[src/rtl/bqd_pkg.sv]
package bqd_pkg;

    // Field widths fixed by the interface.
    localparam int KIND_W = 2;
    localparam int FREQ_W = 32;
    localparam int QF_W   = 16;
    localparam int FS_W   = 24;
    localparam int COEF_W = 32;

    // Internal widths.
    localparam int PHASE_W      = 31;
    localparam int CORDIC_STEPS = 28;
    localparam int CW           = 34;
    localparam int C_W          = 32;
    localparam int ALPHA_W      = 42;
    localparam int MAG_W        = 42;
    localparam int DEN_W        = 43;

    localparam logic [KIND_W-1:0] KIND_LOWPASS  = 2'd0;
    localparam logic [KIND_W-1:0] KIND_HIGHPASS = 2'd1;
    localparam logic [KIND_W-1:0] KIND_BANDPASS = 2'd2;
    localparam logic [KIND_W-1:0] KIND_UNKNOWN  = 2'd3;

    localparam logic STATUS_ACCEPTED = 1'b0;
    localparam logic STATUS_REJECTED = 1'b1;

    localparam logic [FS_W-1:0] FS_RESET = 24'd48000;

    localparam logic signed [CW-1:0] CORDIC_GAIN_INV = 34'sd652032874;
    localparam logic signed [CW-1:0] ONE_Q30         = 34'sd1073741824;
    localparam logic [MAG_W-1:0]     ONE_Q30_WIDE    = 42'd1073741824;

    // Arctangent of 2^-i as a fraction of a full turn, Q0.32.
    localparam logic [31:0] ATAN_TURNS [0:CORDIC_STEPS-1] = '{
        32'd536870912, 32'd316933406, 32'd167458907, 32'd85004756,
        32'd42667331,  32'd21354465,  32'd10679838,  32'd5340245,
        32'd2670163,   32'd1335087,   32'd667544,    32'd333772,
        32'd166886,    32'd83443,     32'd41722,     32'd20861,
        32'd10430,     32'd5215,      32'd2608,      32'd1304,
        32'd652,       32'd326,       32'd163,       32'd81,
        32'd41,        32'd20,        32'd10,        32'd5
    };

    typedef struct packed {
        logic [KIND_W-1:0] filter_kind;
        logic [FREQ_W-1:0] cutoff_freq;
        logic [QF_W-1:0]   quality_factor;
    } in_item_t;

    typedef struct packed {
        logic signed [COEF_W-1:0] feed_forward_zero;
        logic signed [COEF_W-1:0] feed_forward_one;
        logic signed [COEF_W-1:0] feed_forward_two;
        logic signed [COEF_W-1:0] feedback_one;
        logic signed [COEF_W-1:0] feedback_two;
        logic                     design_status;
    } out_item_t;

    typedef struct packed {
        logic [KIND_W-1:0] kind;
        logic              reject;
        logic [QF_W-1:0]   qf;
    } phase_tag_t;

    typedef struct packed {
        logic [KIND_W-1:0] kind;
        logic              reject;
        logic              swap;
        logic [QF_W-1:0]   qf;
    } cordic_tag_t;

    typedef struct packed {
        logic [KIND_W-1:0]     kind;
        logic                  reject;
        logic signed [C_W-1:0] c;
    } alpha_tag_t;

    typedef struct packed {
        logic [KIND_W-1:0] kind;
        logic              reject;
        logic              neg;
    } coef_tag_t;

endpackage

[src/rtl/bqd_cordic_cell.sv]
// One rotation-mode CORDIC micro-rotation with floor shifts.
module bqd_cordic_cell
    import bqd_pkg::*;
#(
    parameter int STEP = 0,
    parameter int SW   = 1
) (
    input  logic                 aclk,
    input  logic                 aresetn,
    input  logic                 en,
    input  logic                 vld_in,
    input  logic [SW-1:0]        tag_in,
    input  logic signed [CW-1:0] x_in,
    input  logic signed [CW-1:0] y_in,
    input  logic signed [CW-1:0] z_in,
    output logic                 vld_out,
    output logic [SW-1:0]        tag_out,
    output logic signed [CW-1:0] x_out,
    output logic signed [CW-1:0] y_out,
    output logic signed [CW-1:0] z_out
);

    logic signed [CW-1:0] atan_step;
    logic signed [CW-1:0] dx;
    logic signed [CW-1:0] dy;
    logic signed [CW-1:0] x_next;
    logic signed [CW-1:0] y_next;
    logic signed [CW-1:0] z_next;

    logic                 vld_reg;
    logic [SW-1:0]        tag_reg;
    logic signed [CW-1:0] x_reg;
    logic signed [CW-1:0] y_reg;
    logic signed [CW-1:0] z_reg;

    assign atan_step = signed'({2'b00, ATAN_TURNS[STEP]});

    always_comb begin
        dx = y_in >>> STEP;
        dy = x_in >>> STEP;
        if (!z_in[CW-1]) begin
            x_next = x_in - dx;
            y_next = y_in + dy;
            z_next = z_in - atan_step;
        end else begin
            x_next = x_in + dx;
            y_next = y_in - dy;
            z_next = z_in + atan_step;
        end
    end

    always_ff @(posedge aclk) begin
        if (!aresetn) begin
            vld_reg <= 1'b0;
        end else if (en) begin
            vld_reg <= vld_in;
        end
    end

    always_ff @(posedge aclk) begin
        if (en) begin
            tag_reg <= tag_in;
            x_reg   <= x_next;
            y_reg   <= y_next;
            z_reg   <= z_next;
        end
    end

    assign vld_out = vld_reg;
    assign tag_out = tag_reg;
    assign x_out   = x_reg;
    assign y_out   = y_reg;
    assign z_out   = z_reg;

endmodule

[config.mk]
export PLATFORM = sky130hd
export DESIGN_NAME = bqd_cordic_cell
export DESIGN_NICKNAME = d
export VERILOG_FILES = /design/src/rtl/bqd_pkg.sv /design/src/rtl/bqd_cordic_cell.sv
export SDC_FILE = /design/constraint.sdc
export NUM_CORES = 1
export LEC_CHECK = 0
export BUFFER_PORTS_ARGS = -buffer_cell sky130_fd_sc_hd__buf_2
export CAP_MARGIN = 20
export CORE_ASPECT_RATIO = 1.2
export CORE_MARGIN = 1.5
export CORE_UTILIZATION = 40
export DETAILED_ROUTE_END_ITERATION = 7
export PLACE_DENSITY = 0.62
export SLEW_MARGIN = 20
export SYNTH_ARGS = -nofsm -noshare
export SYNTH_HDL_FRONTEND = slang
export SYNTH_SLANG_ARGS = --single-unit
[constraint.sdc]
create_clock -name aclk -period 7.9 [get_ports aclk]
set_input_delay 0.395 -clock aclk [delete_from_list [all_inputs] [get_ports aclk]]
set_output_delay 0.395 -clock aclk [all_outputs]
set_load 0.02 [all_outputs]
# ---- Word-level counts from Yosys, hierarchy flattened
# Index checks and enable logic that the tools add are counted.
dict set report totals {
  register_bits 104
  input_bits 107
  output_inout_bits 104
}
dict set report op_classes {
  add_sub_neg 5
  n_mux 3
}
# operator n
set op_table {}
lappend op_table {{$mux W34} 3}
lappend op_table {{$sub A34 B34 Y34} 2}
lappend op_table {{$add A34 B31 Y34 const B} 1}
lappend op_table {{$add A34 B34 Y34} 1}
lappend op_table {{$sub A34 B31 Y34 const B} 1}

# ---- Longest topological paths before layout
# Gate-level depths: netlist of the first run.
dict set report logic_depth {
  ltp_word 2
  depth_mapped 14
  depth_no_buf 12
}

# ---- Least setup slack after synthesis of the first run
# No wires, ideal clock.
dict set report synth_path {
  kind {input-to-reg}
  startpoint {input x_in[8]}
  endpoint {register x_reg[30], in the netlist x_out[30] (data pin)}
  setup_ns 0.258
  arrival_time_ns 2.841
  t_required_ns 7.642
  setup_slack_ns 4.802
  path_stages 12
  path_buffers 1
  path_cell_list {inv_1 -> ha_1 -> buf_6 -> or3_1 -> or3_4 -> o211ai_2 -> nand3_2 -> a311oi_4 -> a41oi_2 -> o41ai_2 -> a31oi_1 -> xnor2_1}
}
dict set report synth_between {
  elab_chain_len 2
  elab_cells_between_ends 3
  cone_classes {add/sub (2); mux (1)}
}
# element line_no
set synth_rtl {}
lappend synth_rtl {{start: declaration} bqd_cordic_cell.sv:13} ;# input logic signed [CW-1:0] x_in,
lappend synth_rtl {{$sub A34 B34 Y34 or $add A34 B34 Y34 (tied branches)} {bqd_cordic_cell.sv:42, bqd_cordic_cell.sv:46}}
lappend synth_rtl {{$mux W34 *} bqd_cordic_cell.sv:41} ;# if (!z_in[CW-1]) begin
lappend synth_rtl {{net x_next[30]} bqd_cordic_cell.sv:26} ;# logic signed [CW-1:0] x_next;
lappend synth_rtl {{end signal: assignment} bqd_cordic_cell.sv:63} ;# x_reg <= x_next;
lappend synth_rtl {{end: declaration} bqd_cordic_cell.sv:32} ;# logic signed [CW-1:0] x_reg;
# Mark *: on every way through the listed nets, which the timed path passes. The rest lies on a longest branch.
# A chain may end at the register's enable or synchronous reset.

# ---- Worst setup path in the final report of the first run
dict set report layout_path {
  startpoint {input x_in[7]}
  endpoint {register x_reg[33], in the netlist x_out[33] (data pin)}
}
# The elaborated chain is that of the path after synthesis.

==> results of run 1 <==
## placed cells by master, fill, tap and decap left out, types with 6 or more instances in the layout
master     instances
buf_2            209
a21oi_1          125
ha_1             103
edfxtp_1         102
inv_1             97
nor2_1            68
xnor2_1           59
nand2_1           44
o21ai_0           44
o21bai_1          24
a21o_1            19
mux2i_1           17
nand3_1           14
a211oi_1          14
nand2b_1          13
nor2b_1           11
nor3_1            11
a31oi_1           11
o31ai_1            9
o21ai_1            9
clkbuf_16          9
xor2_1             8
o211ai_1           7
nand4_1            7
o21a_1             7
a311oi_1           6
## flip-flops by register name, summed over array words and instances, names as in the netlist
signal   count
tag_out      1
x_out       34
y_out       33
vld_out      1
z_out       34
## cells by family after synthesis
group | after synthesis
compound gates | 323
xor+xnor | 67
fa+ha+maj | 107
buf+inv | 149
flops | 103
mux | 17
simple gates | 192
## stage by stage
stage	utilization [%]	total power [mW]	hold slack, ps
2_1_floorplan	-	1.20	494
3_3_place_gp	46.4	1.42	490
3_5_place_dp	46.4	1.42	506
4_1_cts	47.7	1.87	197
5_1_grt	47.7	1.96	195
6_report	47.7	1.86	209
## synth_stat cells (all sizes together), types with 9 or more instances
library cell,n
xnor2,59
nor2,68
o21ai,54
a211oi,15
a21o,19
a21oi,126
a31oi,11
nor3,11
nand2,44
nor2b,11
clkbuf,32
o31ai,9
inv,102
nand2b,13
nand3,15
mux2i,17
o21bai,24
ha,103
buf,13
edfxtp,102
## layout make-up
class / count / area (sq um)
Multi-Input combinational cell: 706 / 5140
Timing Repair Buffer: 213 / 1080
Clock buffer: 10 / 229
Tap cell: 274 / 343
Clock inverter: 6 / 53.8
Antenna cell: 2 / 5.00
Inverter: 104 / 390
Sequential cell: 103 / 3080
Fill cell: 2193 / 11300
## per-layer routing
layer  global-route usage, %  vias up  share of wire, %
li1                        -     3796                 -
met1                    26.3     3696                43
met2                    37.1      263                49
met3                    2.51       50               5.0
met4                    7.51        0               2.5
met5                       0        -                 0
## where the power goes
| group | total [mW] | internal, mW | switching (mW) |
|---|---|---|---|
| Combinational | 0.693 | 0.248 | 0.445 |
| Clock | 0.444 | 0.220 | 0.224 |
| Sequential | 0.723 | 0.703 | 0.0201 |
| Total | 1.86 | 1.17 | 0.690 |
## final timing paths
check / startpoint / cells past startpoint / slack (ps) / end
worst min register to register: vld_out / 2 / 520 / vld_out
worst max-delay path: x_in[7] / 12 / 4410 / x_out[33]
worst min-delay path: z_in[5] / 1 / 210 / z_out[5]
worst max register to register: vld_out / 2 / 7310 / vld_out
## worst register-to-register path, stage by stage (launching register included)
cell and delay, ps:
dfxtp_1 310, mux2i_1 120, nor2b_1 60
==> results.tsv, run 1 <==
stage	metric	value	unit
power_and_ir_drop	leakage	4.62	nW
route	drc	0	
timing	worstMarginPinSlew	915	ps
cts	insertion_delay	350	ps
yosys	synth_edf_count	102	
setup_path	end_kind	flip-flop	
yosys	synth_area_leaders	edfxtp_1, ha_1, a21oi_1, xnor2_1, inv_1	
timing	finalCritPeriodShare	44.2	%
status	outcome	complete, no violations	
placement	gp_congestion	0.970	
yosys	synth_top_family_by_area	compound AO/OA/AOI/OAI gates	
timing	rsz0062_at_grt	no	
route	via_count	7805	
setup_path	critical_path_required	8000	ps
placement	postPlaceCellArea	10000	sq um
cts	tritoncts	built	
yosys	synth.top_cell.area_share	34.8	%
cts	clk_transition_reported_paths	80	ps
yosys	syn-num-nets	1172	
route	route.detailed.wl_per_inst	17.5	um
yosys	yosys.cell_types.count	72	
global_route	grt_pass1_vias	7306	
flow_run	drv_cap	0	
finish	fin_area	10300	sq um
route	drt_iter0_markers	521	
floorplan	die_w	138	um
power_and_ir_drop	powerDensity	180	nW/um^2
hold_path	hold_class	in2reg	
yosys	synthXorXnorAreaFrac	6.67	%
cts	cts.sink_count	103	
global_route	grt_pass1_wl	38200	um
yosys	yosysWarnings	0	
placement	place_hpwl	19500	um
power_and_ir_drop	vdd_ir_drop_max	0.129	mV
yosys	synth_fa_ha_area_share	15.5	%
timing	max_freq	286	MHz
yosys	ys_ff_latch	103	
finish	drive_above_1_share	22.0	%
cts	htreeDepth	3	
setup_path	crit_arrival	3600	ps
route	drt-total-wl	24800	um
yosys	synth_compound_area_share	23.9	%
placement	numPortBuffers	210	
floorplan	row_count	59	
timing	finalSetupViolations	0	
cts	cts_setup_buffers	0	
timing	fin_worst_skew	0	ps
yosys	synth_area_leader_cell	edfxtp_1	
yosys	netlist_area	8800	sq um
route	viasPerCell	5.50	
floorplan	start_util	40.7	%
timing	drv_slew	0	
cts	cts.repair.resized	0	
yosys	ys_async_sr_fraction	0	%
route	firstDrtPassIters	5	
cts	cts_buffer_depth	2	
setup_path	critical-path-top-delay-family	compound AO/OA/AOI/OAI gates	
cts	cts_root_buffer	clkbuf_16	
global_route	grt-ovfl-total	0	
timing	slew_headroom	38.6	%
floorplan	die-height	166	um
yosys	yosys.area_share.simple	10.3	%
timing	tns	0	ps
timing	fin_ws	4410	ps
setup_path	crit_chain	buf_2 -> inv_1 -> ha_1 -> or3_1 -> or3_4 -> a21oi_2 -> o21ai_1 -> a211oi_2 -> o21ai_2 -> o41ai_4 -> a41oi_1 -> xnor2_1	
floorplan	io-pin-count	211	
setup_path	slowest_stage	ha_1	
floorplan	die_area	22900	sq um
route	antenna_left	0	
placement	dp_cells	1400	
setup_path	cp_num_buf_inv	2	
cts	cts_buffers	9	
finish	final_cells	1418	
yosys	synth_flop_cell	edfxtp_1	
setup_path	slowest_delay	510	ps
yosys	muxShareOfSynthArea	1.93	%
global_route	track_usage	20.9	%
finish	syn2layout_area_growth	17.2	%
setup_path	worstSetupPathType	in2reg	
global_route	grt_max_degree	78	
placement	pre_cts_slack	4080	ps
setup_path	start_kind	primary input	
floorplan	core	21600	sq um
timing	fin_crit	3490	ps
yosys	avgSynthCellArea	9.19	sq um
finish	nets	1351	
setup_path	critPathMaxFanout	17	
timing	finalHoldViolations	0	
yosys	syn_inst	958	
yosys	synth-seq-area-share	35.0	%
global_route	antenna_found_initial	2	
cts	ctsHoldBuffers	0	
Power figures use the tool's default switching activity.
==> inputs of run 2 (changes only) <==
--- a/config.mk
+++ b/config.mk
@@ -11,7 +11,7 @@
 export CORE_MARGIN = 1.5
 export CORE_UTILIZATION = 40
 export DETAILED_ROUTE_END_ITERATION = 7
-export PLACE_DENSITY = 0.62
+export PLACE_DENSITY = 0.64
 export SLEW_MARGIN = 20
 export SYNTH_ARGS = -nofsm -noshare
 export SYNTH_HDL_FRONTEND = slang
==> constraint.sdc (replaced) <==
create_clock -name aclk -period 2.9 [get_ports aclk]
set_input_delay 0.145 -clock aclk [delete_from_list [all_inputs] [get_ports aclk]]
set_output_delay 0.145 -clock aclk [all_outputs]
set_load 0.02 [all_outputs]
==> results.tsv, run 2 (same netlist as run 1, synthesis figures left out) <==
stage	metric	value	unit
status	outcome	complete, no violations	
power_and_ir_drop	seqPwrFrac	36.7	%
timing	finalCritPeriodShare	95.0	%
placement	place_hpwl	21700	um
finish	layout_commonest_cell	buf_2	
finish	nets	1535	
timing	worstMarginPinSlew	592	ps
setup_path	cp_num_buf_inv	3	
setup_path	slowest_stage	or3_1	
floorplan	die-height	166	um
power_and_ir_drop	switching_share	36.3	%
global_route	grt_pass1_vias	8472	
setup_path	reg2reg_depth	2	
finish	syn2layout_area_growth	34.1	%
cts	cts_buffers	9	
power_and_ir_drop	p_int	3.43	mW
setup_path	ff2ff_setup_slack	2260	ps
timing	max_freq	363	MHz
placement	numPortBuffers	210	
floorplan	start_util	40.7	%
timing	fin_crit	2760	ps
placement	postPlaceCellArea	11200	sq um
cts	htreeDepth	3	
finish	drive_above_1_share	30.6	%
cts	cts.sink_count	103	
route	via_count	8554	
setup_path	start_kind	primary input	
hold_path	min_path_cells	2	
floorplan	io-pin-count	211	
route	drc	0	
global_route	antenna_found_initial	1	
global_route	grt-ovfl-total	0	
route	wl_met3	1470	um
finish	layout_common_cells	buf_2, buf_4, a21oi_1	
cts	clk_transition_reported_paths	70	ps
global_route	grt_max_degree	66	
cts	insertion_delay	360	ps
floorplan	die_area	22900	sq um
floorplan	core	21600	sq um
hold_path	whs_endpoint	z_out[29]	
hold_path	hold_class	in2reg	
placement	dp_cells	1553	
setup_path	crit_chain	buf_2 -> inv_1 -> ha_1 -> or3_1 -> or3_4 -> a21oi_2 -> o21ai_1 -> a211oi_2 -> buf_4 -> o2111ai_1 -> nor3b_2 -> o22ai_1 -> xnor2_1	
route	wl_met2	13600	um
power_and_ir_drop	p_comb_share	41.0	%
setup_path	critPathMaxFanout	3	
finish	final_cells	1601	
setup_path	crit_arrival	2860	ps
route	wirelength_met1	11400	um
power_and_ir_drop	power.share.clock	22.3	%
cts	cts_root_buffer	clkbuf_16	
finish	fin_area	11800	sq um
cts	tritoncts	built	
power_and_ir_drop	power.net_switching	1.95	mW
timing	rsz0062_at_grt	yes	
floorplan	die_w	138	um
global_route	grt_pass1_wl	42300	um
setup_path	r2r-start	vld_out	
global_route	track_usage	23.2	%
cts	cts_setup_buffers	0	
route	firstDrtPassIters	5	
setup_path	worstReg2RegEnd	vld_out	
hold_path	min-delay-start	z_in[29]	
power_and_ir_drop	vdd_ir_drop_max	0.281	mV
route	drt-total-wl	27200	um
placement	gp_congestion	0.962	
power_and_ir_drop	powerDensity	456	nW/um^2
timing	finalHoldViolations	0	
setup_path	worstSetupPathType	in2reg	
flow_run	drv_cap	0	
setup_path	critical_path_required	3010	ps
timing	fin_worst_skew	0	ps
cts	cts_buffer_depth	2	
floorplan	row_count	59	
route	viasPerCell	5.34	
setup_path	cp-startpoint	x_in[6]	
setup_path	critical-path-top-delay-family	compound AO/OA/AOI/OAI gates	
route	drt_iter0_markers	583	
timing	drv_slew	0	
setup_path	slowest_delay	400	ps
route	route.detailed.wl_per_inst	17.0	um
timing	slew_headroom	60.5	%
power_and_ir_drop	leakage	5.51	nW
setup_path	end_kind	flip-flop	
route	top_layer	met4	
timing	finalSetupViolations	0	
route	antenna_left	0	
run 2: cell count changes in the layout (fill, tap and decap cells not counted):
cell           delta
buf_12            +2
buf_4           +151
clkinv_4          +2
clkinvlp_4        -2
diode_2           -1
dlygate4sd3_1    +31
inv_6             +1
inv_8             -1
nor3b_1           -1
nor3b_2           +1
o31ai_1           -1
o31ai_2           +1
run 2: power groups by stage:
| stage | Sequential, mW | Clock [mW] | Combinational, mW |
|---|---|---|---|
| final | 1.98 | 1.20 | 2.20 |
| after global routing | 2.00 | 1.29 | 2.39 |
| after CTS | 1.98 | 1.24 | 2.19 |
| after detailed placement | 2.01 | 0 | 2.15 |
| after global placement | 2.01 | 0 | 2.13 |
| after floorplan | 2.28 | 0 | 0.980 |
run 2: what timing repair did:
action	CTS	global route
endpoints found under the setup margin	0	6
hold buffers	31	0
hold endpoints to repair	31	0
resized for setup	0	2
run 2: final cells by class:
class                           count  area, sq um
Clock inverter                      6         53.8
Timing Repair Buffer              397         2560
Clock buffer                       10          229
Tap cell                          274          343
Sequential cell                   103         3080
Fill cell                        2005         9820
Antenna cell                        1         2.50
Inverter                          104          390
Multi-Input combinational cell    706         5150
run 2: worst max-delay path by stage:
stage	end	slack, ps	cells past startpoint
global route	x_out[31]	-20	13
global placement	x_out[31]	-230	14
detailed placement	x_out[31]	-230	14
CTS	x_out[31]	140	14
finish	x_out[31]	140	13
floorplan	x_out[30]	50	12
run 2: through the flow:
stage | util [%] | worst slack, ps | setup TNS (ps) | power (mW) | hold WS (ps)
global route | 54.6 | -22.2 | -22.2 | 5.67 | 61.2
CTS | 54.5 | 141 | 0 | 5.41 | 37.9
detailed placement | 51.8 | -233 | -3050 | 4.16 | 323
global placement | 51.8 | -232 | -2260 | 4.14 | 322
finish | 54.6 | 145 | 0 | 5.38 | 47.6
floorplan | - | 51.5 | 0 | 3.26 | 244
run 2: routing by layer:
| layer | up-vias | global-route usage [%] |
|---|---|---|
| met2 | 322 | 42.2 |
| li1 | 4161 | - |
| met4 | 0 | 9.52 |
| met5 | - | 0 |
| met1 | 4019 | 27.9 |
| met3 | 52 | 2.83 |
