[src/rtl/bqd_div_cell.sv]
// One restoring division step: shifts in one numerator bit and yields one
// quotient bit, then hands everything to the next cell.
module bqd_div_cell #(
    parameter int RW = 24,
    parameter int NW = 31,
    parameter int QW = 31,
    parameter int SW = 1
) (
    input  logic          aclk,
    input  logic          aresetn,
    input  logic          en,
    input  logic          vld_in,
    input  logic [SW-1:0] tag_in,
    input  logic [RW-1:0] rem_in,
    input  logic [RW-1:0] den_in,
    input  logic [NW-1:0] num_in,
    input  logic [QW-1:0] quo_in,
    output logic          vld_out,
    output logic [SW-1:0] tag_out,
    output logic [RW-1:0] rem_out,
    output logic [RW-1:0] den_out,
    output logic [NW-1:0] num_out,
    output logic [QW-1:0] quo_out
);

    logic [RW:0]   trial;
    logic          fits;
    logic [RW:0]   diff;
    logic [RW-1:0] rem_next;
    logic [NW-1:0] num_next;
    logic [QW-1:0] quo_next;

    logic          vld_reg;
    logic [SW-1:0] tag_reg;
    logic [RW-1:0] rem_reg;
    logic [RW-1:0] den_reg;
    logic [NW-1:0] num_reg;
    logic [QW-1:0] quo_reg;

    always_comb begin
        trial    = {rem_in, num_in[NW-1]};
        fits     = trial >= {1'b0, den_in};
        diff     = trial - {1'b0, den_in};
        rem_next = fits ? diff[RW-1:0] : trial[RW-1:0];
        num_next = {num_in[NW-2:0], 1'b0};
        quo_next = {quo_in[QW-2:0], fits};
    end

    always_ff @(posedge aclk) begin
        if (!aresetn) begin
            vld_reg <= 1'b0;
        end else if (en) begin
            vld_reg <= vld_in;
        end
    end

    always_ff @(posedge aclk) begin
        if (en) begin
            tag_reg <= tag_in;
            rem_reg <= rem_next;
            den_reg <= den_in;
            num_reg <= num_next;
            quo_reg <= quo_next;
        end
    end

    assign vld_out = vld_reg;
    assign tag_out = tag_reg;
    assign rem_out = rem_reg;
    assign den_out = den_reg;
    assign num_out = num_reg;
    assign quo_out = quo_reg;

endmodule

[config.mk]
export PLATFORM = sky130hd
export DESIGN_NAME = bqd_div_cell
export DESIGN_NICKNAME = d
export VERILOG_FILES = /design/src/rtl/bqd_div_cell.sv
export SDC_FILE = /design/constraint.sdc
export NUM_CORES = 1
export LEC_CHECK = 0
export BUFFER_PORTS_ARGS = -buffer_cell sky130_fd_sc_hd__buf_2
export CAP_MARGIN = 30
export CORE_UTILIZATION = 29
export CTS_BUF_LIST = sky130_fd_sc_hd__clkbuf_16
export DETAILED_ROUTE_END_ITERATION = 8
export SLEW_MARGIN = 0
export SYNTH_ARGS = -nofsm -noshare
export SYNTH_HDL_FRONTEND = slang
export SYNTH_SLANG_ARGS = --single-unit
[constraint.sdc]
create_clock -name aclk -period 3.05 [get_ports aclk]
set_input_delay 0.1525 -clock aclk [delete_from_list [all_inputs] [get_ports aclk]]
set_output_delay 0.1525 -clock aclk [all_outputs]
set_load 0.02 [all_outputs]
Word level (Yosys, flattened, before mapping)
Cells that the tools add are included.
- word-level logic and storage cells: 9
- output and inout bits: 112
- input port bits: 115
- flip-flop bits (word level): 111
- muxes and demuxes: 1
- magnitude comparators: 1
- add/subtract/negate cells: 1
- operator list (cell ; number):
    greater-or-equal comparator 25 x 24 -> 1 bit ; 1
    two-way mux 24 bit ; 1
    subtractor 24 bit ; 1

Longest topological paths before layout
Gate-level depths: netlist of the first run.
- depth after elaboration: 2
- depth in mapped cells: 11
- gate-level depth less buffers: 9

Worst setup path after synthesis of the first run
Ideal clock, no wire load.
- kind: in2reg
- start point: input den_in[20]
- end point: register rem_reg[12], in the netlist rem_out[12], data pin
- arrival time: 2.064 ns
- stages: 11
- setup time: 0.260 ns
- setup slack: 0.726 ns
- cell sequence: inv_1 ha_1 buf_2 nand4_1 or2_1 o221a_2 o21ai_4 nor2_8 inv_6 buf_8 mux2_4
- word-level cells in the longest chain between the ends: 2
- RTL lines (element ; RTL line ; text):
    from (decl) ; 15 ; input logic [RW-1:0] den_in,
    greater-or-equal comparator 25 x 24 -> 1 bit ; 42 ; fits = trial >= {1'b0, den_in};
    named net fits ; 27 ; logic fits;
    two-way mux 24 bit ; 44 ; rem_next = fits ? diff[RW-1:0] : trial[RW-1:0];
    named net rem_next[12] ; 29 ; logic [RW-1:0] rem_next;
    to (signal assigned) ; 60 ; rem_reg <= rem_next;
    to (decl) ; 35 ; logic [RW-1:0] rem_reg;
The timed path passes the listed nets, and every way through them passes these cells.
A chain may end at the register's enable or synchronous reset.

Final worst setup path of the first run
- start point: input den_in[18]
- end point: register rem_reg[9], in the netlist rem_out[9], data pin
- word-level cells in the longest chain between the ends: 2
- RTL lines (element ; RTL line):
    greater-or-equal comparator 25 x 24 -> 1 bit ; 42
    two-way mux 24 bit ; 44
    named net rem_next[9] ; 29
The timed path passes the listed nets, and every way through them passes these cells.

==> run_results.csv, run 1 <==
group,metric,value,unit
sta,hold_violations,0,
sta,rsz0062_at_grt,"false",
finish,stdcell_count,936,
detailed_routing,vias,4306,
synthesis,yosysUniqueCellTypes,58,
power,p_int,2.81,mW
critical_path,startpoint_type,"input pin",
sta,period_share,93.5,%
job,max_cap_violations,0,
global_routing,grt_overflow,0,
cts,tritoncts,"done",
synthesis,yosysSeqAreaShare,63.3,%
finish,nNetsFinal,846,
status,status,"finished, final reports clean",
placed_design,gp_congestion,0.830,
power,switchingPower,1.16,mW
die,core_area,17500,µm²
detailed_routing,ant_nets,0,
die,io_pins,227,
sta,setup_ws,0.198,ns
cts,cts_root_buf,"clkbuf_16",
sta,worstMarginPinSlew,0.710,ns
die,fp.dieArea,18600,µm²
synthesis,synth_area_leaders,"edfxtp_1, ha_1, a21oi_1",
power,powerDensity,510,nW/µm²
sta,fin_tns_setup,0,ns
sta,drv_slew,0,
global_routing,grt_antenna_before_repair,0,
placed_design,dpl.hpwl,11.8,mm
cts,cts_buffers,9,
detailed_routing,drt_iter0_markers,187,
synthesis,yosysTopAreaCellShare,62.9,%
synthesis,synth_edf_count,110,
worst_hold_path,hold_path_class,"input pin to flop",
cts,ctsHoldBuffers,84,
cts,post_cts_resized,0,
synthesis,syn_inst,390,
finish,final_core_util,44.5,%
die,rows,48,
power,switching_share,29.2,%
detailed_routing,routed_wl,15.7,mm
synthesis,syn_nets,530,
finish,areaGrowthSynthToFinish,48.2,%
cts,clock_latency,0.35,ns
die,die_w,137,µm
global_routing,grt_usage,16.4,%
sta,min_period,2.85,ns
detailed_routing,vias_per_cell,4.60,
placed_design,portBuffers,224,
detailed_routing,routedWlPerCell,16.8,µm
cts,path_clk_slew,0.07,ns
global_routing,grt_max_degree,55,
power,p_leak,3.35,nW
synthesis,ys_ff_latch,111,
finish,drive_gt1_share,38.0,%
critical_path,arrival,2.96,ns
synthesis,syn_area,5250,µm²
die,die_h,137,µm
synthesis,synthArstFlopShare,0,%
synthesis,yosys_warnings,0,
finish,final.fill_count,1620,
placed_design,placed_cells,836,
cts,cts_max_level,3,
global_routing,grt_pass1_wl,22.7,mm
critical_path,worstPathRequired,3.16,ns
synthesis,yosys.area.top_type,"edfxtp_1",
detailed_routing,drc_errors,0,
critical_path,cp-end-kind,"flop",
cts,clk_path_buf_depth,2,
sta,setup_viol,0,
detailed_routing,drt_first_pass_iters,4,
critical_path,cp_max_fo,18,
sta,finalClockSkew,0,ns
power,pwr-share-clk,28.6,%
synthesis,synth_area_per_cell,13.5,µm²
power,seq_power_share,47.4,%
sta,max-slew-margin-rel,52.6,%
die,start_util,30.0,%
cts,post_cts_buffers,0,
power,combPwrFrac,24.0,%
critical_path,critical_path_class,"input pin to flop",
placed_design,detailedPlace.worstSlack,0.365,ns
synthesis,synth_flop_cell,"edfxtp_1",
cts,cts.sinks,111,
sta,fmax,0.351,GHz
power,vdd_drop_max,0.251,mV
finish,diodes,0,
global_routing,grt_pass1_vias,4313,
final timing paths:
kind | start | end | slack [ns] | cells after the start
worst max-delay path | den_in[18] | rem_out[9] | 0.20 | 11
worst min-delay path | aresetn | vld_out | 0.03 | 2
worst min register to register | vld_out | vld_out | 0.56 | 2
worst max register to register | vld_out | vld_out | 2.42 | 2
metal layers:
layer | GRT usage (%) | routed length [µm]
met1 | 19.6 | 6520
met2 | 28.7 | 7690
met3 | 3.81 | 1150
met4 | 5.86 | 340
met5 | 0 | 0
metrics by stage:
stage                     hold WS [ns]  instance area [µm²]  power [mW]
after floorplan                  0.251                 5250        2.44
after global placement           0.329                 6650        2.78
after detailed placement         0.331                 6650        2.79
after CTS                       0.0203                 7780        4.02
after global routing            0.0276                 7780        4.16
final                           0.0324                 7780        3.97
cell usage after synthesis (5+ instances only):
cell type / instances
nor3_1: 14
xnor2_1: 7
o21ai_0: 12
edfxtp_1: 110
inv_1: 33
o21a_1: 9
buf_2: 6
and3_1: 7
nand2_1: 16
nand3_1: 15
nor2_1: 14
o31ai_1: 7
ha_1: 24
mux2_2: 8
a21oi_1: 29
a21boi_0: 5
critical path, cell delays in order:
cell and delay [ns]:
dlygate4sd3_1 0.52, buf_2 0.11, inv_1 0.04, ha_1 0.48, nand4_1 0.22, or2_1 0.29, o221a_2 0.30, o21ai_4 0.20
nor2_8 0.10, inv_6 0.18, mux2_2 0.36
flip-flops by register name (all words and copies together), names as in the netlist:
| name | count |
|---|---|
| quo_out | 31 |
| num_out | 30 |
| den_out | 24 |
| rem_out | 24 |
| tag_out | 1 |
| vld_out | 1 |
kinds of logic after synthesis:
logic type      count (synthesis)  share of synthesized area [%]
other cells                     1                         0.0714
xor+xnor                       10                           1.67
compound gates                 93                           12.6
mux                            12                           2.77
simple gates                   94                           9.75
buf+inv                        44                           3.77
fa+ha+maj                      25                           6.10
flops                         111                           63.3
power by group through the flow:
stage	clock, mW	sequential, mW	combinational (mW)
floorplan	0	2.11	0.327
global placement	0	1.91	0.863
detailed placement	0	1.92	0.870
CTS	1.17	1.88	0.960
global route	1.23	1.89	1.03
finish	1.13	1.88	0.951
placed cells by master, fill, tap and decap left out, types with 8 or more instances in the layout:
cell           count
dlygate4sd3_1     84
edfxtp_1         110
nor3_1            14
nand2_1           16
clkbuf_16          9
buf_2            223
nor2_1            14
mux2_2             8
nand3_1           15
o21ai_0           12
o21a_1             9
inv_1             34
a21oi_1           29
ha_1              24
area by class of cell:
class	count	area (µm²)	share of cell area (%)
sequential	111	3320	42.7
timing repair buffer	315	2030	26.1
multi-input combinational	235	1730	22.2
tap	225	282	3.62
clock buffer	9	225	2.90
inverter	34	133	1.70
clock inverter	7	58.8	0.756
Note: power is estimated with default switching activity, not from simulation.
==> inputs of run 2 (changes only) <==
--- a/config.mk
+++ b/config.mk
@@ -10,6 +10,7 @@
 export CORE_UTILIZATION = 29
 export CTS_BUF_LIST = sky130_fd_sc_hd__clkbuf_16
 export DETAILED_ROUTE_END_ITERATION = 8
+export MAX_ROUTING_LAYER = met4
 export SLEW_MARGIN = 0
 export SYNTH_ARGS = -nofsm -noshare
 export SYNTH_HDL_FRONTEND = slang
==> run 2 against run 1 <==
Net effect: wire length increased by 1.1%; highest routed layer unchanged; maximum frequency grew 0.12%; register-to-register slack improved by 0.03 ns.
==> run_results.csv, run 2 (synthesis results as in run 1) <==
group,metric,value,unit
die,core_area,17500,µm²
global_routing,use_met2,29.9,%
detailed_routing,vias_per_cell,4.65,
global_routing,use_met1,20.0,%
status,status,"finished, final reports clean",
critical_path,critical_path_class,"input pin to flop",
critical_path,arrival,2.96,ns
critical_path,cp_max_fo,18,
finish,drive_gt1_share,38.3,%
power,powerDensity,512,nW/µm²
cts,clock_latency,0.35,ns
critical_path,crit_buf_inv,4,
finish,final_core_util,44.5,%
detailed_routing,drt_first_pass_iters,4,
die,die_w,137,µm
power,p_leak,3.36,nW
critical_path,cp_cell_sequence,"dlygate4sd3_1 > buf_2 > inv_1 > ha_1 > nand4_1 > or2_1 > o221a_2 > o21ai_4 > nor2_8 > inv_6 > mux2_2",
cts,tritoncts,"done",
finish,regArea,3320,µm²
die,fp.dieArea,18600,µm²
cts,post_cts_buffers,0,
critical_path,reg2reg_slack,2.45,ns
finish,multi_input_area,1730,µm²
detailed_routing,vias,4355,
global_routing,grt_max_degree,48,
critical_path,cp-end-kind,"flop",
sta,rsz0062_at_grt,"false",
power,total_power,3.99,mW
critical_path,crit_slowest_cell,"dlygate4sd3_1",
job,max_cap_violations,0,
finish,nNetsFinal,846,
die,io_pins,227,
sta,drv_slew,0,
finish,areaGrowthSynthToFinish,48.2,%
global_routing,grt_pass1_vias,4361,
placed_design,portBuffers,224,
sta,setup_viol,0,
critical_path,crit_family,"buffers and inverters",
global_routing,grt_overflow,0,
cts,cts_root_buf,"clkbuf_16",
cts,cts_buffers,9,
global_routing,busiest_layer,"met2",
critical_path,worstPathRequired,3.16,ns
sta,fmax,0.351,GHz
finish,diodes,0,
power,vdd_drop_max,0.267,mV
critical_path,startpoint_type,"input pin",
finish,final.fill_count,1634,
global_routing,gr-usage-met3,3.07,%
global_routing,grt_pass1_wl,23.0,mm
die,start_util,30.0,%
cts,cts_max_level,3,
die,rows,48,
sta,finalClockSkew,0,ns
detailed_routing,ant_nets,0,
cts,path_clk_slew,0.08,ns
detailed_routing,routedWlPerCell,17.0,µm
global_routing,grt_usage,17.0,%
finish,largest_reg_flops,31,
sta,fin_tns_setup,0,ns
sta,worstMarginPinSlew,0.617,ns
sta,period_share,93.4,%
finish,stdcell_count,936,
detailed_routing,routed_wl,15.9,mm
detailed_routing,drc_errors,0,
cts,clk_path_buf_depth,2,
placed_design,placed_cells,838,
worst_hold_path,hold_path_class,"input pin to flop",
die,die_h,137,µm
critical_path,slowest_delay,0.52,ns
sta,min_period,2.85,ns
placed_design,gp_congestion,0.843,
finish,layout_commonest_cell,"buf_2",
finish,final_cell_mix,"buf_2, edfxtp_1, dlygate4sd3_1",
sta,hold_violations,0,
sta,max-slew-margin-rel,58.9,%
placed_design,dpl.hpwl,11.9,mm
detailed_routing,drt_iter0_markers,167,
cts,cts.sinks,111,
global_routing,grt_antenna_before_repair,0,
## run 2: path summary, 6_finish.rpt
kind,to,depth (start not counted),startpoint
worst max-delay path,rem_out[4],11,den_in[18]
worst min-delay path,den_out[13],1,den_in[13]
worst max register to register,vld_out,2,vld_out
worst min register to register,vld_out,2,vld_out
## run 2: timing repair
item	CTS	global route
gates resized for setup	0	0
endpoints found under the hold margin	82	0
hold buffers	82	0
## run 2: power breakdown
part	internal (mW)	switching (mW)	total, mW	leakage (nW)
clock network	0.575	0.576	1.15	0.147
registers	1.85	0.0351	1.88	1.09
logic	0.396	0.556	0.952	2.13
## run 2: final cells by class
class	count	area share, %
clock buffers	9	2.89
clock inverters	7	0.852
inverters	34	1.70
multi-input cells	235	22.2
flip-flops and latches	111	42.7
well taps	225	3.62
repair buffers	315	26.0
## run 2: through the flow
stage          hold WS, ns  area (µm²)  setup slack [ns]
2_1_floorplan        0.251        5250             0.726
3_3_place_gp         0.329        6670             0.382
3_5_place_dp         0.331        6670             0.342
4_1_cts          0.0000216        7780             0.191
5_1_grt            0.00121        7780            0.0441
6_report            0.0138        7780             0.201
## run 2: per-layer routing
layer,share of wire [%],vias up
met1,42,2048
met3,6.0,16
li1,-,2126
met5,0,-
met2,51,165
met4,1.1,0
==> inputs of run 3 (changes only) <==
--- a/config.mk
+++ b/config.mk
@@ -5,6 +5,7 @@
 export SDC_FILE = /design/constraint.sdc
 export NUM_CORES = 1
 export LEC_CHECK = 0
+export ABC_AREA = 1
 export BUFFER_PORTS_ARGS = -buffer_cell sky130_fd_sc_hd__buf_2
 export CAP_MARGIN = 30
 export CORE_UTILIZATION = 29
==> run 3 against run 2 <==
Net effect: flip-flop and latch count unchanged; critical path depth grew 1; register-to-register slack worse by 0.05 ns; synthesized area rose by 8.3%; sequential share of layout area down 2.4 points; critical endpoint is now rem_out[1]; largest power group unchanged; highest routed layer unchanged.
==> run_results.csv, run 3 <==
group,metric,value,unit
status,status,"finished, final reports clean",
worst_hold_path,hp-start,"vld_in",
placed_design,gp_congestion,0.871,
critical_path,cp-end-kind,"flop",
cts,cts_root_buf,"clkbuf_16",
global_routing,grt_max_degree,58,
finish,regArea,3320,µm²
finish,largest_reg_flops,31,
detailed_routing,drt_first_pass_iters,4,
finish,nNetsFinal,1057,
synthesis,synthArstFlopShare,0,%
detailed_routing,routed_wl,17.1,mm
cts,cts_max_level,3,
sta,setup_viol,0,
die,io_pins,227,
sta,rsz0062_at_grt,"false",
synthesis,syn_nets,742,
power,switchingPower,1.22,mW
finish,areaGrowthSynthToFinish,45.2,%
detailed_routing,routedWlPerCell,14.4,µm
job,max_cap_violations,0,
die,start_util,30.0,%
sta,fmax,0.394,GHz
cts,cts_buffers,9,
detailed_routing,vias_per_cell,4.25,
cts,path_clk_slew,0.08,ns
finish,final_cell_mix,"buf_2, nand2_1, inv_1",
critical_path,arrival,2.66,ns
synthesis,ys_ff_latch,111,
sta,timing.hold.ws,0.0177,ns
power,pwr-share-clk,29.2,%
power,seq_power_share,46.9,%
synthesis,yosys.area.top_type,"edfxtp_1",
cts,cts.sinks,111,
synthesis,synth_edf_count,110,
die,die_h,142,µm
synthesis,yosysSeqAreaShare,58.5,%
die,rows,50,
worst_hold_path,whs_endpoint,"vld_out",
critical_path,worstPathRequired,3.17,ns
synthesis,yosysMostFrequentCell,"nand2_1",
detailed_routing,drt_iter0_markers,198,
die,core_area,19000,µm²
worst_hold_path,hold_path_depth,3,
synthesis,yosys_warnings,0,
synthesis,syn_inst,602,
finish,layout_commonest_cell,"buf_2",
sta,fin_tns_setup,0,ns
detailed_routing,vias,5026,
finish,drive_gt1_share,27.7,%
power,switching_share,30.6,%
power,powerDensity,485,nW/µm²
global_routing,grt_overflow,0,
placed_design,portBuffers,224,
critical_path,startpoint_type,"input pin",
synthesis,syn_area,5680,µm²
detailed_routing,drc_errors,0,
synthesis,synth_area_leaders,"edfxtp_1, nand2_1, inv_1",
critical_path,cp_max_fo,13,
cts,tritoncts,"done",
sta,period_share,83.1,%
sta,finalClockSkew,0,ns
die,die_w,142,µm
sta,drv_slew,0,
power,p_leak,4.11,nW
synthesis,synth_common_cells,"nand2_1, inv_1, edfxtp_1, nand4_1, nor2_1",
finish,final.fill_count,1859,
sta,min_period,2.53,ns
critical_path,reg2reg_slack,2.40,ns
critical_path,reg2reg_to,"vld_out",
synthesis,yosysUniqueCellTypes,28,
cts,post_cts_buffers,0,
cts,clk_path_buf_depth,2,
synthesis,yosysTopAreaCellShare,58.1,%
power,combPwrFrac,24.0,%
cts,clock_latency,0.36,ns
power,vdd_drop_max,0.258,mV
detailed_routing,ant_nets,0,
die,fp.dieArea,20200,µm²
placed_design,dpl.hpwl,12.7,mm
critical_path,r2r-start,"vld_out",
synthesis,synth_flop_cell,"edfxtp_1",
finish,diodes,0,
global_routing,grt_pass1_vias,5078,
sta,hold_violations,0,
critical_path,rr_worst_depth,2,
global_routing,grt_usage,17.6,%
global_routing,grt_antenna_before_repair,0,
synthesis,synth_area_per_cell,9.44,µm²
worst_hold_path,hold_path_class,"input pin to flop",
global_routing,grt_pass1_wl,26.0,mm
power,p_int,2.78,mW
critical_path,critical_path_class,"input pin to flop",
finish,multi_input_area,1850,µm²
[run 3: cell types whose count changed in the layout (fill, tap and decap cells not counted), sizes merged, moves of 10 or more]
cell,previous run,this run
a21oi,29,12
inv,39,126
mux2,11,0
nand2,16,217
nand3,15,29
nand4,4,29
nor2,15,30
nor3,14,4
o21ai,13,1
[run 3: metrics by stage]
stage	cell area [µm²]	total power, mW	util, %	cells	worst slack [ns]
floorplan	5680	2.45	-	602	1.31
global placement	7120	2.78	37.6	1082	0.702
detailed placement	7120	2.79	37.6	1082	0.687
CTS	8250	4.06	43.5	1182	0.450
global route	8250	4.21	43.5	1182	0.236
finish	8250	4.01	43.5	1182	0.515
[run 3: power groups by stage]
stage                     Sequential (mW)  Combinational, mW  Clock (mW)
after floorplan                      2.10              0.345           0
after global placement               1.91              0.869           0
after detailed placement             1.91              0.880           0
after CTS                            1.88              0.970        1.21
after global routing                 1.89               1.06        1.26
final                                1.88              0.960        1.17
[run 3: timing repair]
action	4_1_cts	5_1_grt
gates resized for setup	0	0
hold buffers	84	0
hold endpoints to repair	84	0
[run 3: worst max path at each step]
stage,from,to,depth (start not counted)
finish,den_in[13],rem_out[1],12
global route,den_in[5],rem_out[23],12
detailed placement,den_in[4],rem_out[1],11
global placement,den_in[4],rem_out[2],11
CTS,den_in[13],rem_out[13],12
floorplan,den_in[11],rem_out[20],13
[run 3: kinds of logic after synthesis]
family	share of synthesized area (%)
buffers and inverters	8.98
other	0.0660
AO/OA/AOI/OAI	1.47
flip-flops	58.5
adder cells (fa/ha/maj)	5.64
AND/OR/NAND/NOR	23.7
XOR/XNOR	1.69
[run 3: per-layer routing]
layer | share of wire [%] | GRT usage (%)
met5 | 0 | -
met4 | 1.6 | 5.09
met3 | 5.5 | 3.73
met2 | 52 | 32.5
met1 | 41 | 18.9
[run 3: cell type report]
class,instances,area share [%]
clock inverters,7,0.773
multi-input cells,362,22.4
well taps,260,3.94
inverters,120,5.46
clock buffers,9,2.73
flip-flops and latches,111,40.3
repair buffers,313,24.4
[run 3: critical path, cell delays in order]
cell,delay [ns]
dlygate4sd3_1,0.56
buf_2,0.13
inv_1,0.04
ha_1,0.34
nand2_1,0.13
nor2_1,0.14
nand2_1,0.10
nor3_2,0.16
nand3_2,0.37
buf_4,0.35
nand4_1,0.10
nand2_1,0.07
